## config.mk

```make
export PLATFORM = sky130hd
export DESIGN_NAME = smf_sort_chain
export DESIGN_NICKNAME = d
export VERILOG_FILES = /design/src/hw/rtl/smf_pkg.sv /design/src/hw/rtl/smf_cell.sv /design/src/hw/rtl/smf_sort_chain.sv
export SDC_FILE = /design/constraint.sdc
export NUM_CORES = 1
export LEC_CHECK = 0
export ABC_AREA = 1
export BUFFER_PORTS_ARGS = -buffer_cell sky130_fd_sc_hd__buf_2
export CORE_MARGIN = 5
export CORE_UTILIZATION = 53
export CTS_BUF_LIST = sky130_fd_sc_hd__clkbuf_4
export CTS_CLUSTER_SIZE = 28
export DETAILED_ROUTE_END_ITERATION = 8
export PLACE_DENSITY = 0.69
export SLEW_MARGIN = 0
export SYNTH_ARGS = -nofsm -noshare
export SYNTH_HDL_FRONTEND = slang
export SYNTH_SLANG_ARGS = --single-unit
export TNS_END_PERCENT = 100
```

## constraint.sdc

```tcl
create_clock -name clock -period 5.8 [get_ports clock]
set_input_delay 0.58 -clock clock [delete_from_list [all_inputs] [get_ports clock]]
set_output_delay 0.58 -clock clock [all_outputs]
set_load 0.02 [all_outputs]
```

## src/hw/rtl/smf_pkg.sv

```systemverilog
// Shared types and constants for the selective median filter.
// Used by every module under hw/rtl; depends on nothing else.
`timescale 1ns / 1ps
`default_nettype none

package smf_pkg;

   localparam int MAX_RADIUS = 3;
   localparam int MAX_WIDTH  = 1024;
   localparam int MAX_HEIGHT = 1024;
   localparam int RING_ROWS  = 2 * MAX_RADIUS + 1;
   localparam int WIN_MAX    = RING_ROWS * RING_ROWS;
   localparam int EMIT_CAP   = MAX_RADIUS + 1;
   localparam int COL_W      = $clog2(MAX_WIDTH);
   localparam int ROW_W      = $clog2(MAX_HEIGHT) + 1;
   localparam int RING_W     = $clog2(RING_ROWS);
   localparam int ADDR_W     = RING_W + COL_W;
   localparam int MEM_DEPTH  = RING_ROWS * MAX_WIDTH;

   localparam logic [7:0] CSR_RADIUS    = 8'd0;
   localparam logic [7:0] CSR_THRESHOLD = 8'd1;
   localparam logic [7:0] CSR_WIDTH     = 8'd2;
   localparam logic [7:0] CSR_HEIGHT    = 8'd3;

   localparam logic OP_PIXEL = 1'b0;
   localparam logic OP_DRAIN = 1'b1;

   typedef struct packed {
      logic       op;
      logic [7:0] in_red;
      logic [7:0] in_green;
      logic [7:0] in_blue;
   } req_word_type;

   typedef struct packed {
      logic [7:0] out_red;
      logic [7:0] out_green;
      logic [7:0] out_blue;
      logic       frame_last;
   } rsp_word_type;

   typedef struct packed {
      logic clear;
      logic insert;
   } sort_ctl_type;

   typedef enum logic [2:0] {
      ST_IDLE,
      ST_CHECK,
      ST_READ,
      ST_FLUSH,
      ST_MEDIAN,
      ST_OUT
   } state_type;

endpackage

`default_nettype wire

```

## src/hw/rtl/smf_cell.sv

```systemverilog
// One cell of the insertion sorting chain: holds a value and takes its
// neighbor's value or the new word. Depends on smf_pkg.
`timescale 1ns / 1ps
`default_nettype none

module smf_cell
   import smf_pkg::*;
(
   input  wire logic         clock,
   input  wire logic         reset,
   input  wire sort_ctl_type ctl,
   input  wire logic [7:0]   new_val,
   input  wire logic [7:0]   prev_val,
   input  wire logic         prev_valid,
   output logic      [7:0]   val,
   output logic              valid
);

   logic [7:0] val_ff, val_in;
   logic       valid_ff, valid_in;
   logic       keep, prev_le;

   always_comb begin
      keep     = valid_ff && (val_ff <= new_val);
      prev_le  = prev_valid && (prev_val <= new_val);
      val_in   = val_ff;
      valid_in = valid_ff;
      if (ctl.clear) begin
         valid_in = 1'b0;
      end else if (ctl.insert && !keep) begin
         if (prev_le) begin
            val_in   = new_val;
            valid_in = 1'b1;
         end else begin
            val_in   = prev_val;
            valid_in = prev_valid;
         end
      end
   end

   always_ff @(posedge clock) begin
      if (reset) begin
         valid_ff <= 1'b0;
      end else begin
         valid_ff <= valid_in;
      end
      val_ff <= val_in;
   end

   assign val   = val_ff;
   assign valid = valid_ff;

endmodule

`default_nettype wire

```

## src/hw/rtl/smf_sort_chain.sv

```systemverilog
// Chain of sorting cells for one color channel, with the median tap select.
// Depends on smf_pkg and smf_cell.
`timescale 1ns / 1ps
`default_nettype none

module smf_sort_chain
   import smf_pkg::*;
(
   input  wire logic         clock,
   input  wire logic         reset,
   input  wire sort_ctl_type ctl,
   input  wire logic [7:0]   new_val,
   input  wire logic [1:0]   radius,
   output logic      [7:0]   median
);

   logic [7:0] vals [WIN_MAX];
   logic       vlds [WIN_MAX];

   for (genvar i = 0; i < WIN_MAX; i++) begin : g_cell
      if (i == 0) begin : g_head
         smf_cell u_cell (
            .clock      (clock),
            .reset      (reset),
            .ctl        (ctl),
            .new_val    (new_val),
            .prev_val   (8'd0),
            .prev_valid (1'b1),
            .val        (vals[i]),
            .valid      (vlds[i])
         );
      end else begin : g_body
         smf_cell u_cell (
            .clock      (clock),
            .reset      (reset),
            .ctl        (ctl),
            .new_val    (new_val),
            .prev_val   (vals[i-1]),
            .prev_valid (vlds[i-1]),
            .val        (vals[i]),
            .valid      (vlds[i])
         );
      end
   end

   always_comb begin
      case (radius)
         2'd0:    median = vals[0];
         2'd1:    median = vals[4];
         2'd2:    median = vals[12];
         default: median = vals[24];
      endcase
   end

endmodule

`default_nettype wire

```

## Word level (Yosys, flattened, before mapping)

Index checks and enable logic that the tools add are counted.

| word-level totals | value |
|---|---|
| bits in registers | 225 |
| word-level logic and storage cells | 230 |

| operators by class | value |
|---|---|
| reduce and logical (&&, ||, !) cells | 102 |
| eq/ne operators | 2 |
| bitwise operators | 1 |
| muxes and demuxes | 49 |
| order comparisons | 26 |

Operators by type and width:

| operator | number |
|---|---|
| less-or-equal comparator 8 bit | 25 |
| two-way mux 8 bit | 24 |
| logical AND 1 bit | 50 |
| AND reduction 2 bit | 25 |
| logical NOT 1 bit | 25 |
| two-way mux 1 bit | 24 |
| case mux 8 bit (3 select lines) | 1 |
| less-or-equal comparator 1 x 8 -> 1 bit, first input constant | 1 |
| equality test 2 x 1 -> 1 bit, second input constant | 1 |
| equality test 2 bit, second input constant | 1 |
| logical NOT 2 bit | 1 |
| OR reduction 2 bit | 1 |
| inverter 1 bit | 1 |

## Longest topological paths before layout

Gate-level depths: netlist of run 1.

| logic depth | value |
|---|---|
| depth in word-level cells | 5 |
| depth in mapped cells | 14 |

## By module

A second synthesis of run 1 with hierarchy kept.

| second synthesis, totals | value |
|---|---|
| cells, all modules | 2674 |
| area total of the unflattened synthesis | 20885.0 um^2 |

Modules (own cells, without submodules):

| module | cells each | times used | area each (um^2) | seq. area each (um^2) |
|---|---|---|---|---|
| smf_cell | 105 | 25 | 824.5 | 260.2 |
| smf_sort_chain | 49 | 1 | 271.5 | 0.0 |

## Least setup slack after synthesis of run 1

Ideal clock, no wire load.

| timing | value |
|---|---|
| kind | in2reg |
| start point | input port new_val[7] |
| end point | register g_cell[19].g_body.u_cell.val_ff[0], enable pin |
| required time | 5425 ps |
| cell stages on the path | 10 |
| slack | 2688 ps |
| arrival | 2737 ps |
| cell sequence | clkbuf_1 -> clkbuf_1 -> inv_1 -> ha_1 -> nand2_1 -> nor2_1 -> nand2_1 -> nand2_1 -> nand2_2 -> a21oi_1 |

| between the ends | value |
|---|---|
| cells in the longest elaborated chain, start to end | 5 |

Ends and longest elaborated chain:

| element | line | RTL |
|---|---|---|
| start, declared | smf_sort_chain.sv:12 | `input wire logic [7:0] new_val,` |
| less-or-equal comparator 8 bit | smf_cell.sv:24 | `keep = valid_ff && (val_ff <= new_val);` |
| logical AND 1 bit | smf_cell.sv:24 |  |
| logical NOT 1 bit | smf_cell.sv:30 | `end else if (ctl.insert && !keep) begin` |
| logical AND 1 bit | smf_cell.sv:30 |  |
| AND reduction 2 bit (no source line) | n/a |  |
| end signal, assigned | smf_cell.sv:47 | `val_ff <= val_in;` |
| end, declared | smf_cell.sv:19 | `logic [7:0] val_ff, val_in;` |

No other way between the ends.
A chain may end at the register's enable or synchronous reset.

## Worst setup path in the final report of run 1

| timing | value |
|---|---|
| start point | input port new_val[3] |
| end point | register g_cell[12].g_body.u_cell.val_ff[0], enable pin |

| between the ends | value |
|---|---|
| cells in the longest elaborated chain, start to end | 5 |

Ends and longest elaborated chain:

| element | line |
|---|---|
| less-or-equal comparator 8 bit | smf_cell.sv:24 |
| logical AND 1 bit | smf_cell.sv:24 |
| logical NOT 1 bit | smf_cell.sv:30 |
| logical AND 1 bit | smf_cell.sv:30 |
| AND reduction 2 bit (no source line) | n/a |
| end signal, assigned | smf_cell.sv:47 |
| end, declared | smf_cell.sv:19 |

No other way between the ends.

==> results of run 1 <==
cell usage in the layout, fill, tap and decap left out, drive strengths merged, types with 32 or more instances in the layout:
| master | synthesis | final |
|---|---|---|
| ha | 200 | 200 |
| clkbuf | 38 | 101 |
| a21oi | 102 | 102 |
| nand2 | 710 | 710 |
| edfxtp | 200 | 200 |
| buf | 20 | 37 |
| inv | 122 | 123 |
| nor2 | 74 | 74 |
| nand3 | 192 | 192 |
| nand4 | 32 | 32 |
flip-flops by register name, indices dropped and copies added (netlist names):
signal                      flops
g_cell.g_body.u_cell.valid     24
g_cell.g_body.u_cell.val      192
g_cell.g_head.u_cell.val        8
g_cell.g_head.u_cell.valid      1
cell families after synthesis:
| logic type | after synthesis | share of synthesized area (%) |
|---|---|---|
| AND/OR/NAND/NOR | 1010 | 28.83 |
| flip-flops | 225 | 43.40 |
| adder cells (fa/ha/maj) | 200 | 16.69 |
| buffers and inverters | 180 | 4.732 |
| AO/OA/AOI/OAI | 151 | 6.151 |
| multiplexers | 3 | 0.2003 |
metal layers:
metal | wire length [µm] | part of all wire [%] | GRT usage [%] | vias up
met4 | 1661 | 4.1 | 10.81 | 0
met5 | 0 | 0 | 0 | -
met3 | 2689 | 6.7 | 5.045 | 124
met1 | 16770 | 42 | 32.41 | 5782
met2 | 18910 | 47 | 43.27 | 424
li1 | - | - | - | 6122
through the flow:
| step | std cells | setup slack [ns] |
|---|---|---|
| 6_report | 2242 | 3.111 |
| 5_1_grt | 2242 | 2.954 |
| 4_1_cts | 2241 | 3.177 |
| 3_5_place_dp | 2126 | 2.430 |
| 3_3_place_gp | 2126 | 2.509 |
| 2_1_floorplan | 1769 | 2.688 |
power groups by stage:
stage          registers [W]  clock network, W  logic (W)
2_1_floorplan        0.00192                 0   0.000480
3_3_place_gp         0.00197                 0   0.000615
3_5_place_dp         0.00197                 0   0.000636
4_1_cts              0.00193           0.00151   0.000641
5_1_grt              0.00194           0.00159   0.000736
6_report             0.00194           0.00147   0.000643
final cells by class:
cell class,count,area share (%)
diodes,1,0.01538
inverters,122,2.815
multi-input cells,1364,47.81
well taps,378,2.908
repair buffers,37,1.462
flip-flops and latches,225,40.00
clock buffers,101,4.662
clock inverters,14,0.3308
critical path, stage by stage:
cell	delay, ns
buf_2	0.12
inv_1	0.54
buf_4	0.44
ha_1	0.22
nand2_1	0.05
inv_1	0.07
nand2_1	0.05
nand2_1	0.05
nand2_1	0.05
nand2_1	0.07
nand2_2	0.14
a21oi_1	0.62
final timing paths:
check,from,to,cells past startpoint,slack [ns]
worst max-delay path,new_val[3],g_cell[12].g_body.u_cell.val[0]$_DFFE_PP_,12,3.11
worst min-delay path,new_val[2],g_cell[0].g_head.u_cell.val[2]$_DFFE_PP_,2,0.47
worst max register to register,g_cell[12].g_body.u_cell.val[7]$_DFFE_PP_,g_cell[12].g_body.u_cell.val[0]$_DFFE_PP_,7,3.49
worst min register to register,g_cell[24].g_body.u_cell.valid$_SDFFE_PP0P_,g_cell[24].g_body.u_cell.valid$_SDFFE_PP0P_,2,0.50
==> results.txt, run 1 <==
----------------------------------------------------
[Floorplan]
  Starting Density ... between 50% and 60%
  Overall die area ... between 30000 and 40000 µm²
  Total number of placement rows ... just over 60
  Die X ... 178.2 µm
  Number of ports placed on the die boundary ... 22
  Vertical die dimension ... around 180 µm
  Core box area ... ~28000 µm²

[Placement]
  Placed cell area ... 15450 µm²
  Post-DP HPWL ... between 20 and 30 mm
  Count of input and output buffers ... 21
  Weighted congestion at the end of routability-driven global placement ... 0.8574

[Global route]
  Pin count of the biggest net entering global routing ... 32
  Total gr overflow ... 0
  Global-route wire length before repair ... between 60 and 70 mm
  Global router's overall resource usage ... about a quarter
  Initial antenna violation count ... 1
  Via count of the first global-routing pass ... around 12000

[Clock network]
  Clock tree from TritonCTS ... yes
  CTS hold repair buffers ... 0
  Number of instances resized during post-cts repair ... 0
  Total clock buffers created by CTS ... 61
  Clock transition at the register clock pins on the worst setup and hold paths after CTS ... 0.07 ns
  Number of sinks driven by the clock tree ... between 200 and 250
  Clock Root Buffer ... clkbuf_4
  Number of setup buffers added after CTS ... 0
  Maximum clock insertion buffer count ... 3
  CTS HTree Levels ... 2
  Latest clock arrival within the worst-skew pair ... around 0.71 ns

[Detailed routing]
  Final antenna-violating net count ... 0
  Drt first-iter violations ... 913
  Drt first pass iters ... 5
  Total routed wirelength ... roughly 40 mm
  Remaining DRCs ... 0
  Wirelength per Cell ... around 18 µm
  Average via count per standard cell ... between 5 and 6
  Via count of the routed design ... around 12000

[Yosys]
  Net count after synthesis ... between 1500 and 2000
  Sequential area share after synthesis ... a little over two fifths
  Predominant post-synthesis flop cell ... edfxtp_1
  Post-synth cell types ... 24
  Total of flip-flops plus latches after synthesis ... 225
  Ys async rst share ... 0%
  Most numerous cell types in the synthesized netlist ... nand2_1, edfxtp_1, ha_1, nand3_1, inv_1
  Synthesized instance count ... approximately 1800
  Average instance area after synthesis ... ~8.5 µm²
  Count of flip-flops with a built-in enable after synthesis ... 200
  Summed instance area of the synthesized netlist ... ~15000 µm²
  Synthesis Warnings ... 0
  Synth top area cells ... edfxtp_1, ha_1, nand2_1
  Leading area contributor after synthesis ... edfxtp_1
  Post-synth top area share ... between 40 and 50%
  Most common cell in the synthesized netlist ... nand2_1

[Power and ir drop]
  NetSw ... between 0.001 and 0.0015 W
  Switching share of power ... between 20% and 30%
  Combinational share of power ... about 16%
  Relative contribution of the clock network to total power ... 36.3%
  P_int ... approximately 0.0028 W
  Leakage power ... 7.935 nW
  Power per Cell Area ... ~250 nW/µm²
  Power Total ... 0.004050 W
  Sequential group share of total power ... about 48%
  Peak VDD IR ... approximately 0.12 mV

[Cells and area]
  Post-layout instance area ... ~16000 µm²
  Finished Core Util ... ~58%
  Synthesis-to-layout area growth ... 8.496%
  Fill cell total of the finished layout ... 2476
  NumNets Final ... slightly above 2000
  Proportion of layout cells with a drive suffix above 1 ... about an eighth
  Area of the multi-input gates ... 7776 µm²
  Footprint of the flip-flops and latches ... between 6000 and 7000 µm²

[Worst hold path]
  Worst hold path class ... primary input to flip-flop

[Timing]
  Final period util ... between 40% and 50%
  Hold slack ... between 0.4 and 0.5 ns
  Final Hold Viols ... 0
  Accumulated negative setup slack ... 0 ns
  Fmax ... about 370 MHz
  Clock period minus final worst setup slack ... around 2.7 ns
  RSZ-0062 raised after global routing ... false
  Number of slew-limit violations in the final report ... 0
  Setup-violating endpoint count in the final report ... 0
  Worst relative slew slack ... 31.15%
  Worst slew pin tran ... 1.033 ns
  Worst setup skew after layout ... slightly below 0.04 ns

[Setup path]
  Critical Path Fanout Max ... 15
  Critical Path Source Type ... primary input
  Endpoint type of the worst setup path ... flip-flop
  Data required time of the critical path ... between 6 and 7 ns
  Worst setup path class ... primary input to flip-flop
  CP Data Arrival Time ... 3.00 ns

[Job]
  Number of maximum-capacitance constraint violations ... 0

[Outcome]
  Status ... finished clean

----------------------------------------------------
(Power assumes the default switching activity.)
==> run 2: changes to the inputs <==
==> constraint.sdc (replaced) <==
create_clock -name clock -period 2.6 [get_ports clock]
set_input_delay 0.26 -clock clock [delete_from_list [all_inputs] [get_ports clock]]
set_output_delay 0.26 -clock clock [all_outputs]
set_load 0.02 [all_outputs]
==> results.txt, run 2 (synthesis gave the netlist of run 1 again) <==
----------------------------------------------------
[Global route]
  Initial antenna violation count ... 2 (+1)
  Via count of the first global-routing pass ... 11865 (-2.2%)
  Global-route wire length before repair ... 62.94 mm (-1.5%)
  Global router's overall resource usage ... 25.32% (-0.37 points)
  Pin count of the biggest net entering global routing ... 41 (+28%)
  Total gr overflow ... 0 (unchanged)

[Cells and area]
  Proportion of layout cells with a drive suffix above 1 ... 11.86% (+0.15 points)
  NumNets Final ... 2031 (+0.30%)
  Finished Core Util ... 58.68% (+0.30 points)
  Post-layout instance area ... 16350 µm² (+0.51%)
  Fill cell total of the finished layout ... 2445 (-1.3%)
  Top library cells by usage in the layout, fill and taps aside ... nand2_1, ha_1, edfxtp_1
  Flip-flop count of the largest register after layout ... 192 (unchanged)
  Footprint of the flip-flops and latches ... 6506 µm² (unchanged)
  Most common library cell in the layout ignoring fill and taps ... nand2_1
  Synthesis-to-layout area growth ... 9.047%
  Area of the multi-input gates ... 7802 µm² (+0.34%)

[Setup path]
  Data required time of the critical path ... 2.92 ns (-3.19 ns)
  Dominant cell type by count on the critical path ... nand2_1
  Endpoint type of the worst setup path ... flip-flop
  CP Data Arrival Time ... 2.55 ns (-0.45 ns)
  Largest incremental delay on the critical path ... 0.52 ns (-0.10 ns)
  Worst path slowest cell ... dlygate4sd3_1
  Critical Path Source Type ... primary input
  Ordered cell list for the critical path ... dlygate4sd3_1, buf_2, buf_4, ha_1, inv_1, nand2_1, nand2_1, nand2_1, nand2_1, nand2_1, nand2_1, nand2_2, a21oi_2
  Worst setup path class ... primary input to flip-flop
  Critical Path Fanout Max ... 40 (+25)

[Placement]
  Placed cell area ... 15600 µm² (+0.93%)
  Count of input and output buffers ... 21 (unchanged)
  Post-DP HPWL ... 24.58 mm (-7.5%)
  Weighted congestion at the end of routability-driven global placement ... 0.8653 (+0.92%)

[Power and ir drop]
  Leakage power ... 7.920 nW (-0.19%)
  Power per Cell Area ... 538.3 nW/µm² (+120%)
  Peak VDD IR ... 0.3269 mV (+180%)

[Timing]
  Setup-violating endpoint count in the final report ... 0 (unchanged)
  Worst relative slew slack ... 41.61% (+10 points)
  Worst slew pin tran ... 0.8758 ns (-0.1570 ns)
  Clock period minus final worst setup slack ... between 2 and 2.5 ns
  Final period util ... 85.89%
  Number of slew-limit violations in the final report ... 0 (unchanged)
  Final Hold Viols ... 0 (unchanged)
  Accumulated negative setup slack ... 0 ns (unchanged)
  RSZ-0062 raised after global routing ... false
  Worst setup skew after layout ... 0.02509 ns (-0.01386 ns)
  Fmax ... about 450 MHz

[Floorplan]
  Vertical die dimension ... 178.2 µm (unchanged)
  Total number of placement rows ... 61 (unchanged)
  Overall die area ... 31750 µm² (unchanged)
  Starting Density ... 53.82% (unchanged)
  Number of ports placed on the die boundary ... 22 (unchanged)
  Core box area ... 27860 µm² (unchanged)
  Die X ... 178.2 µm (unchanged)

[Detailed routing]
  Wirelength per Cell ... 17.64 µm (-1.2%)
  Via count of the routed design ... 12474 (+0.18%)
  Remaining DRCs ... 0 (unchanged)
  Average via count per standard cell ... 5.561 (+0.13%)
  Final antenna-violating net count ... 0 (unchanged)
  Drt first pass iters ... 5 (unchanged)
  Drt first-iter violations ... 915 (+0.22%)
  Total routed wirelength ... 39.58 mm (-1.1%)

[Clock network]
  CTS HTree Levels ... 2 (unchanged)
  Total clock buffers created by CTS ... 59 (-3.3%)
  Number of instances resized during post-cts repair ... 0 (unchanged)
  Number of sinks driven by the clock tree ... 225 (unchanged)
  Clock transition at the register clock pins on the worst setup and hold paths after CTS ... 0.07 ns (about the same)
  Clock tree from TritonCTS ... yes
  Maximum clock insertion buffer count ... 3 (unchanged)
  Clock Root Buffer ... clkbuf_4
  Latest clock arrival within the worst-skew pair ... 0.69 ns (-0.02 ns)

[Job]
  Number of maximum-capacitance constraint violations ... 0 (unchanged)

[Worst hold path]
  Worst hold path class ... primary input to flip-flop

[Outcome]
  Status ... finished clean

----------------------------------------------------
[run 2: worst max-delay path, delay by kind of cell]
kind / cells / cell delay, ns
AOI/OAI and AO/OA: 1 / 0.43
and+or+nand+nor: 7 / 0.48
buffers and inverters: 4 / 1.02
adders and majority gates: 1 / 0.31
[run 2: final cells by class]
| type | instances | area share, % |
|---|---|---|
| multi-input cells | 1364 | 47.73 |
| diodes | 1 | 0.01531 |
| flip-flops and latches | 225 | 39.80 |
| inverters | 122 | 2.893 |
| repair buffers | 45 | 2.143 |
| clock buffers | 89 | 4.087 |
| clock inverters | 19 | 0.4439 |
| well taps | 378 | 2.893 |
[run 2: per-layer routing]
layer	wire, µm	up-vias	GRT usage, %
li1	-	6139	-
met1	16630	5722	33.14
met2	18190	494	41.69
met3	3369	117	5.256
met4	1374	2	9.338
met5	12	-	0
[run 2: repair_timing]
| action | CTS | global route |
|---|---|---|
| buffers inserted | 0 | 0 |
| hold endpoints to repair | 1 | 0 |
| hold buffers | 1 | 0 |
[run 2: path summary, 6_finish.rpt]
path	start	endpoint	slack, ns	cells after the start
min	ctl[0]	g_cell[0].g_head.u_cell.valid$_SDFFE_PP0P_	0.16	4
min reg2reg	g_cell[24].g_body.u_cell.valid$_SDFFE_PP0P_	g_cell[24].g_body.u_cell.valid$_SDFFE_PP0P_	0.50	2
max reg2reg	g_cell[23].g_body.u_cell.val[7]$_DFFE_PP_	g_cell[23].g_body.u_cell.val[7]$_DFFE_PP_	0.47	7
max	new_val[0]	g_cell[6].g_body.u_cell.val[1]$_DFFE_PP_	0.37	13
[run 2: per-stage QoR]
stage               total power (W)  hold slack, ns  instances  worst slack, ns
finish                     0.008800          0.1567       2243           0.3668
global route               0.009263          0.1817       2243           0.2273
CTS                        0.008857         0.08085       2242           0.4458
detailed placement         0.005829          0.4885       2133           0.1792
global placement           0.005784          0.4780       2133           0.2293
floorplan                  0.005367          0.3589       1769         0.009216
[run 2: report_power, final]
part           switching, W  internal, W  leakage [nW]  total, W
logic              0.000988     0.000478          5.40   0.00147
registers          0.000159      0.00415          2.08   0.00431
clock network       0.00147      0.00156         0.442   0.00303
==> run 3: changes to the inputs <==
==> constraint.sdc (replaced) <==
create_clock -name clock -period 2.46 [get_ports clock]
set_input_delay 0.246 -clock clock [delete_from_list [all_inputs] [get_ports clock]]
set_output_delay 0.246 -clock clock [all_outputs]
set_load 0.02 [all_outputs]
==> results.txt, run 3 (synthesis gave the netlist of run 1 again) <==
----------------------------------------------------
[Clock network]
  Latest clock arrival within the worst-skew pair ... 0.71 ns (+0.02 ns)
  Total clock buffers created by CTS ... 58 (-1.7%)
  Clock Root Buffer ... clkbuf_4
  CTS HTree Levels ... 2 (unchanged)
  Number of setup buffers added after CTS ... 0 (unchanged)
  Clock tree from TritonCTS ... yes
  Clock transition at the register clock pins on the worst setup and hold paths after CTS ... 0.08 ns (about the same)
  Number of sinks driven by the clock tree ... 225 (unchanged)
  CTS hold repair buffers ... 0 (-1)
  Maximum clock insertion buffer count ... 3 (unchanged)
  Number of instances resized during post-cts repair ... 0 (unchanged)

[Power and ir drop]
  Peak VDD IR ... 0.5270 mV (+61%)
  Power per Cell Area ... 566.5 nW/µm² (+5.3%)
  Leakage power ... 7.944 nW (+0.29%)
  Power Total ... 0.009399 W (+6.8%)

[Detailed routing]
  Via count of the routed design ... 12315 (-1.3%)
  Remaining DRCs ... 0 (unchanged)
  Drt first-iter violations ... 947 (+3.5%)
  Drt first pass iters ... 5 (unchanged)
  Total routed wirelength ... 39.35 mm (-0.58%)
  Wirelength per Cell ... 17.59 µm (-0.31%)
  Average via count per standard cell ... 5.505 (-1.0%)
  Final antenna-violating net count ... 0 (unchanged)

[Timing]
  Fmax ... 496.3 MHz
  Post-route worst setup slack ... 0.4449 ns (+0.07812 ns)
  Final period util ... 81.92%
  Number of slew-limit violations in the final report ... 0 (unchanged)
  Worst slew pin tran ... 1.067 ns (+0.1914 ns)
  Worst relative slew slack ... 28.85% (-13 points)
  Worst setup skew after layout ... 0.07051 ns (+0.04542 ns)
  Final Hold Viols ... 0 (unchanged)
  Setup-violating endpoint count in the final report ... 0 (unchanged)
  RSZ-0062 raised after global routing ... false
  Clock period minus final worst setup slack ... roughly 2.0 ns

[Floorplan]
  Total number of placement rows ... 61 (unchanged)
  Die X ... 178.2 µm (unchanged)
  Starting Density ... 53.82% (unchanged)
  Overall die area ... 31750 µm² (unchanged)
  Core box area ... 27860 µm² (unchanged)
  Number of ports placed on the die boundary ... 22 (unchanged)
  Vertical die dimension ... 178.2 µm (unchanged)

[Setup path]
  Setup slack of the worst register-to-register path ... 0.44 ns (-0.03 ns)
  Critical Path Fanout Max ... 10 (-75%)
  Data required time of the critical path ... 2.78 ns (-0.14 ns)
  CP Data Arrival Time ... 2.34 ns (-0.21 ns)
  Critical Path Source Type ... flip-flop
  Worst setup path class ... flip-flop to flip-flop
  Endpoint type of the worst setup path ... flip-flop

[Global route]
  Initial antenna violation count ... 1 (-1)
  Global-route wire length before repair ... 62.54 mm (-0.64%)
  Via count of the first global-routing pass ... 11921 (+0.47%)
  Global router's overall resource usage ... 25.31% (about the same)
  Pin count of the biggest net entering global routing ... 28 (-32%)
  Total gr overflow ... 0 (unchanged)

[Job]
  Number of maximum-capacitance constraint violations ... 0 (unchanged)

[Cells and area]
  Synthesis-to-layout area growth ... 10.67%
  Top library cells by usage in the layout, fill and taps aside ... nand2_1, edfxtp_1, ha_1
  Count of non-filler cells in the finished layout ... 2237 (-0.27%)
  Fill cell total of the finished layout ... 2463 (+0.74%)
  NumNets Final ... 2025 (-0.30%)
  Most common library cell in the layout ignoring fill and taps ... nand2_1
  Proportion of layout cells with a drive suffix above 1 ... 12.22% (+0.36 points)
  Post-layout instance area ... 16590 µm² (+1.5%)
  Flip-flop count of the largest register after layout ... 192 (unchanged)
  Finished Core Util ... 59.56% (+0.87 points)

[Worst hold path]
  Worst hold path class ... primary input to flip-flop

[Placement]
  Worst slack at placement ... 0.2906 ns (+0.1114 ns)
  Count of input and output buffers ... 21 (unchanged)
  Weighted congestion at the end of routability-driven global placement ... 0.8669 (+0.18%)
  Post-DP HPWL ... 24.57 mm (about the same)
  Total placed cells including tap cells ... 2129 (-0.19%)
  Placed cell area ... 15830 µm² (+1.5%)

[Outcome]
  Status ... finished clean

----------------------------------------------------
[run 3: cell count changes in the layout (fill, tap and decap cells not counted), sizes merged]
cell and delta:
clkbuf -3, dlygate4sd3 -1, buf -4, bufinv +1, inv -3, clkinvlp +4
[run 3: final cells by class]
type | count | area [µm²] | area share (%)
antenna | 1 | 2.502 | 0.01508
clock inverter | 21 | 116.4 | 0.7014
sequential | 225 | 6506 | 39.22
clock buffer | 86 | 645.6 | 3.891
inverter | 122 | 484.2 | 2.919
timing repair buffer | 40 | 347.8 | 2.097
multi-input combinational | 1364 | 8015 | 48.31
tap | 378 | 473.0 | 2.851
[run 3: power breakdown]
group / switching, W / leakage [nW] / internal (W)
clock: 0.00155 / 0.454 / 0.00171
combinational: 0.00106 / 5.41 / 0.000521
sequential: 0.000180 / 2.08 / 0.00439
[run 3: metrics by stage]
step | hold slack, ns | TNS, ns
floorplan | 0.3449 | -0.3908
global placement | 0.4756 | 0
detailed placement | 0.4927 | 0
CTS | 0.004473 | 0
global route | 0.01497 | 0
finish | 0.04441 | 0
[run 3: worst max-delay path: stages (launching register included)]
cell and delay [ns]:
edfxtp_1 0.50, ha_1 0.35, nand2_1 0.06, nand2_1 0.05
nand2_1 0.04, nand2_1 0.05, nand2_1 0.04, nand2_1 0.07
nand2_2 0.16, a21oi_4 0.32
[run 3: path summary, 6_finish.rpt]
check                                         startpoint                                           to  depth (start not counted)
min reg2reg  g_cell[24].g_body.u_cell.valid$_SDFFE_PP0P_  g_cell[24].g_body.u_cell.valid$_SDFFE_PP0P_                          2
max reg2reg    g_cell[12].g_body.u_cell.val[1]$_DFFE_PP_    g_cell[12].g_body.u_cell.val[5]$_DFFE_PP_                          9
max            g_cell[12].g_body.u_cell.val[1]$_DFFE_PP_    g_cell[12].g_body.u_cell.val[5]$_DFFE_PP_                          9
min                                           new_val[0]     g_cell[0].g_head.u_cell.val[0]$_DFFE_PP_                          2
[run 3: routing by layer]
| layer | wire, µm | vias to the layer above | global-route usage (%) |
|---|---|---|---|
| li1 | - | 6097 | - |
| met1 | 16890 | 5712 | 33.92 |
| met2 | 18080 | 416 | 41.09 |
| met3 | 3232 | 90 | 4.748 |
| met4 | 1152 | 0 | 9.466 |
| met5 | 0 | - | 0 |
